[src/sv/tracking_wheel_odometry_assert.svh]
// ----------------------------------------------------------------------------
// Tracking wheel odometry assertion macros
// Shared property forms for the odometry block checks.
// ----------------------------------------------------------------------------
`ifndef TRACKING_WHEEL_ODOMETRY_ASSERT_SVH
`define TRACKING_WHEEL_ODOMETRY_ASSERT_SVH

// Same-cycle implication, disabled during reset.
`define TWO_ASSERT_NOW(lbl, ante, cons) \
  lbl: assert property (@(posedge clk) disable iff (rst) (ante) |-> (cons)) \
    else $error("odometry check failed");

// Next-cycle implication, disabled during reset.
`define TWO_ASSERT_NEXT(lbl, ante, cons) \
  lbl: assert property (@(posedge clk) disable iff (rst) (ante) |=> (cons)) \
    else $error("odometry check failed");

`endif

[src/sv/twodo_pkg.sv]
// ----------------------------------------------------------------------------
// Tracking wheel odometry package
// Constants, command codes and the CORDIC arctangent table.
// ----------------------------------------------------------------------------
package twodo_pkg;

  localparam int CORDIC_ITERATIONS = 16;
  localparam logic [33:0] CORDIC_GAIN = 34'd652032874;
  localparam logic [31:0] INCH_PER_CENTIDEG_RESET = 32'd749511;

  localparam logic CMD_UPDATE = 1'b0;
  localparam logic CMD_RESET  = 1'b1;

  localparam int HALF_TURN  = 18000;
  localparam int FULL_TURN  = 36000;
  localparam int QUARTER    = 9000;

  function automatic logic [31:0] atan_val(input logic [4:0] i);
    logic [31:0] v;
    case (i)
      5'd0:  v = 32'd536870912;
      5'd1:  v = 32'd316933406;
      5'd2:  v = 32'd167458907;
      5'd3:  v = 32'd85004756;
      5'd4:  v = 32'd42667331;
      5'd5:  v = 32'd21354465;
      5'd6:  v = 32'd10679838;
      5'd7:  v = 32'd5340245;
      5'd8:  v = 32'd2670163;
      5'd9:  v = 32'd1335087;
      5'd10: v = 32'd667544;
      5'd11: v = 32'd333772;
      5'd12: v = 32'd166886;
      5'd13: v = 32'd83443;
      5'd14: v = 32'd41722;
      5'd15: v = 32'd20861;
      5'd16: v = 32'd10430;
      5'd17: v = 32'd5215;
      5'd18: v = 32'd2608;
      5'd19: v = 32'd1304;
      5'd20: v = 32'd652;
      5'd21: v = 32'd326;
      5'd22: v = 32'd163;
      5'd23: v = 32'd81;
      5'd24: v = 32'd41;
      5'd25: v = 32'd20;
      5'd26: v = 32'd10;
      5'd27: v = 32'd5;
      5'd28: v = 32'd3;
      5'd29: v = 32'd1;
      5'd30: v = 32'd1;
      default: v = 32'd0;
    endcase
    return v;
  endfunction

endpackage

[src/sv/tracking_wheel_odometry.sv]
// ----------------------------------------------------------------------------
// Tracking wheel odometry
// Channel  Dir  Handshake             Payload
// s_axis   in   tvalid/tready         tuser cmd; tdata wheel angles, heading, start pose
// m_axis   out  tvalid/tready         tdata pose and normalized heading
// cfg      in   cfg_we                cfg_data inch per centidegree factor
// An update request passes heading wrap, a 32-step serial divide and wheel
// multiply, 16 CORDIC steps and an 18-step serial rotate. A reset request
// passes only the heading wrap. One request is in work at a time.
// The result register lets a new request enter while the last pose waits.
// Reset is synchronous, clears the pose and the last angles, and restores the
// factor to its reset value.
// ----------------------------------------------------------------------------
module tracking_wheel_odometry (
  input  logic         clk,
  input  logic         rst,
  input  logic         s_axis_tvalid,
  output logic         s_axis_tready,
  input  logic         s_axis_tuser,   // cmd
  // forward_angle, lateral_angle, heading_in, start_x, start_y, zero pad
  input  logic [151:0] s_axis_tdata,
  output logic         m_axis_tvalid,
  input  logic         m_axis_tready,
  output logic [79:0]  m_axis_tdata,   // pos_x, pos_y, heading_out
  input  logic         cfg_we,
  input  logic [31:0]  cfg_data
);

  localparam logic [3:0] S_IDLE  = 4'd0;
  localparam logic [3:0] S_NORM  = 4'd1;
  localparam logic [3:0] S_DIV   = 4'd2;
  localparam logic [3:0] S_ZSET  = 4'd3;
  localparam logic [3:0] S_ROT   = 4'd4;
  localparam logic [3:0] S_ROUND = 4'd5;
  localparam logic [3:0] S_PROD  = 4'd6;
  localparam logic [3:0] S_FIN   = 4'd7;
  localparam logic [3:0] S_OUT   = 4'd8;

  logic [3:0] state;
  logic [31:0] inch_per_centideg;
  logic signed [31:0] last_forward, last_lateral, acc_x, acc_y;
  logic signed [15:0] cur_heading;
  logic cmd;
  logic signed [17:0] hd;
  logic flip, neg_z;
  logic [16:0] rem;
  logic [31:0] quo;
  logic [32:0] mag_f, mag_l;
  logic sgn_f, sgn_l;
  logic [64:0] prod_f, prod_l;
  logic signed [33:0] cx, cy;
  logic signed [32:0] cz;
  logic signed [17:0] cos_v, sin_v;
  logic signed [46:0] mf, ml;
  logic signed [63:0] acc_p, acc_q;
  logic [5:0] cnt;

  logic s_fire;
  logic signed [31:0] in_fwd, in_lat, in_sx, in_sy;
  logic signed [16:0] in_head;
  logic signed [32:0] d_f, d_l;
  logic signed [17:0] hf;
  logic [16:0] hf_abs;
  logic [17:0] r2;
  logic signed [33:0] dxs, dys;
  logic signed [32:0] at;
  logic signed [33:0] xr, yr;
  logic signed [17:0] cos_n, sin_n;
  logic [48:0] m_f, m_l;
  logic [45:0] mc_f, mc_l;
  logic [4:0] j;
  logic signed [63:0] tf, tl, term_p, term_q;
  logic signed [48:0] sum_x, sum_y;
  logic signed [15:0] out_head;

  assign s_axis_tready = (state == S_IDLE);
  assign s_fire = s_axis_tvalid && s_axis_tready;
  assign in_fwd  = s_axis_tdata[31:0];
  assign in_lat  = s_axis_tdata[63:32];
  assign in_head = s_axis_tdata[80:64];
  assign in_sx   = s_axis_tdata[112:81];
  assign in_sy   = s_axis_tdata[144:113];
  assign out_head = m_axis_tdata[79:64];

  assign d_f = {in_fwd[31], in_fwd} - {last_forward[31], last_forward};
  assign d_l = {in_lat[31], in_lat} - {last_lateral[31], last_lateral};

  always_comb begin
    if (hd > 18'sd9000) begin
      hf = hd - 18'sd18000;
    end else if (hd < -18'sd9000) begin
      hf = hd + 18'sd18000;
    end else begin
      hf = hd;
    end
    hf_abs = hf[17] ? 17'(-hf) : hf[16:0];
  end

  assign r2 = {rem, 1'b0};
  assign dxs = cy >>> cnt[4:0];
  assign dys = cx >>> cnt[4:0];
  assign at = $signed({1'b0, twodo_pkg::atan_val(cnt[4:0])});

  always_comb begin
    xr = (cx + 34'sd8192) >>> 14;
    yr = (cy + 34'sd8192) >>> 14;
    if (xr > 34'sd65536) begin
      cos_n = 18'sd65536;
    end else if (xr < -34'sd65536) begin
      cos_n = -18'sd65536;
    end else begin
      cos_n = xr[17:0];
    end
    if (yr > 34'sd65536) begin
      sin_n = 18'sd65536;
    end else if (yr < -34'sd65536) begin
      sin_n = -18'sd65536;
    end else begin
      sin_n = yr[17:0];
    end
    m_f = prod_f[64:16];
    m_l = prod_l[64:16];
    mc_f = (m_f > 49'h2000_0000_0000) ? 46'h2000_0000_0000 : m_f[45:0];
    mc_l = (m_l > 49'h2000_0000_0000) ? 46'h2000_0000_0000 : m_l[45:0];
  end

  always_comb begin
    j = cnt[4:0];
    tf = 64'(mf);
    tl = 64'(ml);
    term_p = (cos_v[j] ? tf : 64'sd0) - (sin_v[j] ? tl : 64'sd0);
    term_q = (sin_v[j] ? tf : 64'sd0) + (cos_v[j] ? tl : 64'sd0);
    if (j == 5'd17) begin
      term_p = -term_p;
      term_q = -term_q;
    end
    sum_x = 49'(acc_x) + 49'($signed(acc_p[63:16]));
    sum_y = 49'(acc_y) + 49'($signed(acc_q[63:16]));
  end

  always_ff @(posedge clk) begin
    if (rst) begin
      state <= S_IDLE;
      inch_per_centideg <= twodo_pkg::INCH_PER_CENTIDEG_RESET;
      last_forward <= '0;
      last_lateral <= '0;
      acc_x <= '0;
      acc_y <= '0;
      cur_heading <= '0;
      m_axis_tvalid <= 1'b0;
      cnt <= '0;
    end else begin
      if (cfg_we) begin
        inch_per_centideg <= cfg_data;
      end
      if (m_axis_tvalid && m_axis_tready && (state != S_OUT)) begin
        m_axis_tvalid <= 1'b0;
      end
      case (state)
        S_IDLE: begin
          if (s_fire) begin
            cmd <= s_axis_tuser;
            hd <= 18'(in_head);
            if (s_axis_tuser == twodo_pkg::CMD_RESET) begin
              acc_x <= in_sx;
              acc_y <= in_sy;
              last_forward <= '0;
              last_lateral <= '0;
            end else begin
              last_forward <= in_fwd;
              last_lateral <= in_lat;
              sgn_f <= d_f[32];
              sgn_l <= d_l[32];
              mag_f <= d_f[32] ? 33'(-d_f) : d_f;
              mag_l <= d_l[32] ? 33'(-d_l) : d_l;
            end
            state <= S_NORM;
          end
        end
        S_NORM: begin
          if (hd >= 18'sd18000) begin
            hd <= hd - 18'sd36000;
          end else if (hd < -18'sd18000) begin
            hd <= hd + 18'sd36000;
          end else begin
            cur_heading <= hd[15:0];
            flip <= (hd != hf);
            neg_z <= hf[17];
            rem <= hf_abs;
            quo <= '0;
            prod_f <= '0;
            prod_l <= '0;
            cnt <= '0;
            state <= (cmd == twodo_pkg::CMD_RESET) ? S_OUT : S_DIV;
          end
        end
        S_DIV: begin
          if (r2 >= 18'd36000) begin
            rem <= 17'(r2 - 18'd36000);
            quo <= {quo[30:0], 1'b1};
          end else begin
            rem <= r2[16:0];
            quo <= {quo[30:0], 1'b0};
          end
          prod_f <= {prod_f[63:0], 1'b0}
                    + (inch_per_centideg[~cnt[4:0]] ? 65'(mag_f) : 65'd0);
          prod_l <= {prod_l[63:0], 1'b0}
                    + (inch_per_centideg[~cnt[4:0]] ? 65'(mag_l) : 65'd0);
          if (cnt == 6'd31) begin
            state <= S_ZSET;
          end
          cnt <= cnt + 6'd1;
        end
        S_ZSET: begin
          cz <= neg_z ? -$signed({1'b0, quo}) : $signed({1'b0, quo});
          cx <= $signed(twodo_pkg::CORDIC_GAIN);
          cy <= '0;
          cnt <= '0;
          state <= S_ROT;
        end
        S_ROT: begin
          if (!cz[32]) begin
            cx <= cx - dxs;
            cy <= cy + dys;
            cz <= cz - at;
          end else begin
            cx <= cx + dxs;
            cy <= cy - dys;
            cz <= cz + at;
          end
          if (cnt == 6'(twodo_pkg::CORDIC_ITERATIONS - 1)) begin
            state <= S_ROUND;
          end
          cnt <= cnt + 6'd1;
        end
        S_ROUND: begin
          cos_v <= flip ? -cos_n : cos_n;
          sin_v <= flip ? -sin_n : sin_n;
          mf <= sgn_f ? -$signed({1'b0, mc_f}) : $signed({1'b0, mc_f});
          ml <= sgn_l ? -$signed({1'b0, mc_l}) : $signed({1'b0, mc_l});
          acc_p <= '0;
          acc_q <= '0;
          cnt <= 6'd17;
          state <= S_PROD;
        end
        S_PROD: begin
          acc_p <= (acc_p <<< 1) + term_p;
          acc_q <= (acc_q <<< 1) + term_q;
          if (cnt == 6'd0) begin
            state <= S_FIN;
          end else begin
            cnt <= cnt - 6'd1;
          end
        end
        S_FIN: begin
          if (sum_x > 49'sh0_7FFF_FFFF) begin
            acc_x <= 32'sh7FFF_FFFF;
          end else if (sum_x < -49'sh0_8000_0000) begin
            acc_x <= 32'sh8000_0000;
          end else begin
            acc_x <= sum_x[31:0];
          end
          if (sum_y > 49'sh0_7FFF_FFFF) begin
            acc_y <= 32'sh7FFF_FFFF;
          end else if (sum_y < -49'sh0_8000_0000) begin
            acc_y <= 32'sh8000_0000;
          end else begin
            acc_y <= sum_y[31:0];
          end
          state <= S_OUT;
        end
        S_OUT: begin
          if (!m_axis_tvalid || m_axis_tready) begin
            m_axis_tdata <= {cur_heading, acc_y, acc_x};
            m_axis_tvalid <= 1'b1;
            state <= S_IDLE;
          end
        end
        default: begin
          state <= S_IDLE;
        end
      endcase
    end
  end

`include "tracking_wheel_odometry_assert.svh"

  `TWO_ASSERT_NEXT(a_accept_busy, s_fire, state == S_NORM)
  `TWO_ASSERT_NOW(a_head_range, m_axis_tvalid, (out_head >= -16'sd18000) && (out_head < 16'sd18000))
  `TWO_ASSERT_NEXT(a_fin_out, state == S_FIN, state == S_OUT)
  `TWO_ASSERT_NOW(a_rot_count, state == S_ROT, cnt < 6'(twodo_pkg::CORDIC_ITERATIONS))

endmodule

[config.mk]
export PLATFORM = sky130hd
export DESIGN_NAME = tracking_wheel_odometry
export DESIGN_NICKNAME = d
export VERILOG_FILES = /design/src/sv/twodo_pkg.sv /design/src/sv/tracking_wheel_odometry.sv
export VERILOG_INCLUDE_DIRS = /design/src /design/src/sv
export SDC_FILE = /design/constraint.sdc
export NUM_CORES = 2
export LEC_CHECK = 0
export BUFFER_PORTS_ARGS = -buffer_cell sky130_fd_sc_hd__buf_2
export CAP_MARGIN = 20
export CORE_ASPECT_RATIO = 1.25
export CORE_MARGIN = 2
export CORE_UTILIZATION = 40
export CTS_CLUSTER_DIAMETER = 30
export DETAILED_ROUTE_END_ITERATION = 10
export PLACE_DENSITY_LB_ADDON = 0.2
export SYNTH_ARGS = -nofsm -noshare
export SYNTH_HDL_FRONTEND = slang
export SYNTH_SLANG_ARGS = --single-unit
[constraint.sdc]
create_clock -name clk -period 20.2 [get_ports clk]
set_input_delay 4.04 -clock clk [delete_from_list [all_inputs] [get_ports clk]]
set_output_delay 4.04 -clock clk [all_outputs]
set_load 0.005 [all_outputs]
==> results.tsv <==
metric	value	unit
status	complete, no violations	
detailed_place_hpwl	180000	um
fin_cells	12500	
clk_pin_slew	0.05	ns
area_growth	14.1	%
finClkSkew	0.0375	ns
yosysWarnings	0	
grt_pass1_wl	373000	um
synthArstFlopShare	0	%
grt_pass1_vias	69400	
stdcell_area	93100	um2
dp_cells	12000	
die_y	509	um
synthCells	9427	
synth_seq_cells	924	
drive_above_1_share	10.4	%
hold_buffers	0	
nFillCells	19800	
yosysSeqAreaShare	31.3	%
syn_avg_cell_area	8.66	um2
numCtsBuffers	224	
postLayoutSetupSlackWorst	8.10	ns
grt_overflow	0	
fp-row-count	185	
insertion_delay	0.85	ns
final_common_cell	nor2_1	
firstDrtPassIters	6	
pre_cts_slack	8.04	ns
crit_required	20.90	ns
end_kind	flop	
cap_violations	0	
dpl-instance-area	85400	um2
cts.root.buffer_cell	clkbuf_16	
cts.sinks	924	
crit_path_max_incr_delay	0.98	ns
cp-start-kind	flop	
cp.buffers_inverters	3	
worstPathMaxFanout	59	
grt_use_total	21.9	%
path_common_cell	a21o_1	
io_buffers	264	
ir_worst_vdd	102	uV
tightest_slew	1.10	ns
antenna_found_initial	9	
ctsLongestPathBuffers	3	
cts_setup_buffers	0	
finalCriticalPeriod	12.10	ns
p_leak	36.9	nW
dieArea	208000	um2
start_util	40.2	%
place.gp.congestion	0.909	
boundaryPins	272	
post-route-period-util	59.9	%
grt_max_degree	84	
drc_errors	0	
htreeDepth	4	
die_x	408	um
postLayoutCoreUtil	45.9	%
drtIter0Drc	4243	
setup-tns-final	0	ns
worstHoldPathType	reg -> reg	
mostFrequentLayoutCells	nor2_1 (900), nand2_1 (848), a21oi_1 (736), edfxtp_1 (707), ha_1 (599)	
critPathSlowestCell	a2111oi_0	
drt-total-wl	233000	um
ys.flop_type	edfxtp_1	
rsz0062_at_grt	false	
syn_nets	10200	
max_freq	82.7	MHz
path_class	reg -> reg	
setup_viol	0	
avgRoutedWirePerCell	18.7	um
syn_area	81600	um2
via_per_inst	5.66	
p_per_area	103	nW/um2
cts_tree	yes	
ant_nets	0	
slew_headroom	25.0	%
vias	70500	
cts_resized	0	
synth_cell_type_count	121	
synth_edf_count	707	
nNetsFinal	10400	
core	203000	um2
hold_viol_final	0	
cp_top_family	compound AO/OA/AOI/OAI gates	
cp.arrival	12.79	ns
finalMaxSlewViolations	0	
## cell usage after synthesis, drive strengths merged, types with 59 or more instances
master	instances	area [um2]
a211oi	111	848
a21o	340	2550
a21oi	748	3770
a22o	69	604
a31oi	112	713
and2	133	833
and3	146	913
buf	59	312
clkbuf	385	1450
dfxtp	217	4340
edfxtp	707	21200
ha	599	7490
inv	317	1190
mux2i	86	861
mux4	103	2320
nand2	850	3190
nand2b	130	816
nand3	147	736
nand4	94	588
nor2	907	3410
nor2b	272	1700
nor3	197	991
o21a	93	698
o21ai	600	3030
o21bai	94	706
o31ai	88	666
or3	117	747
xnor2	512	4490
xor2	418	3660
## area by class of cell
class / count / area [um2] / area share [%]
multi-input combinational: 7740 / 53300 / 57.2
tap: 2711 / 3390 / 3.64
sequential: 924 / 25600 / 27.5
antenna: 3 / 7.51 / 0.00806
clock buffer: 264 / 5930 / 6.37
timing repair buffer: 345 / 1970 / 2.11
clock inverter: 162 / 1750 / 1.88
inverter: 319 / 1200 / 1.29
## report_power, final
part           switching (W)  internal [W]  total (W)
clock network        0.00121       0.00239    0.00360
registers           0.000101       0.00217    0.00227
logic                0.00219       0.00150    0.00369
## flip-flops by register name, summed over array words and instances (netlist names), 33 cells and up
name,count
mag_l,33
cy,34
mag_f,33
prod_l,65
ml,47
cz,33
m_axis_tdata,80
cx,34
mf,47
prod_f,65
acc_q,64
acc_p,64
## worst paths after layout
path,from,slack [ns],end,cells past startpoint
hold reg to reg,cur_heading[5],0.43,m_axis_tdata[69],0
setup / recovery,cnt[0],8.10,acc_q[63],32
hold / removal,cur_heading[5],0.43,m_axis_tdata[69],0
setup reg to reg,cnt[0],8.10,acc_q[63],32
## routing by layer
layer / vias up / part of all wire [%] / global-route usage [%]
li1: 35000 / - / -
met1: 33500 / 43 / 26.9
met2: 1576 / 49 / 38.7
met3: 412 / 4.1 / 2.93
met4: 8 / 3.6 / 8.51
met5: - / 0.019 / 0
## stage by stage
| stage | hold slack [ns] | total power (W) |
|---|---|---|
| after global routing | 0.439 | 0.0101 |
| after floorplan | 0.408 | 0.00514 |
| after global placement | 0.413 | 0.00592 |
| after detailed placement | 0.419 | 0.00595 |
| after CTS | 0.419 | 0.00962 |
| final | 0.431 | 0.00956 |
## kinds of logic after synthesis
kind of cell,after synthesis,share of synthesized area (%)
muxes,213,4.23
DFF,924,31.3
adders and majority gates,614,9.55
AOI/OAI and AO/OA,2733,21.8
buffers and inverters,763,3.62
and+or+nand+nor,3250,19.5
xor gates and xnor gates,930,9.99
(Power assumes the default switching activity.)
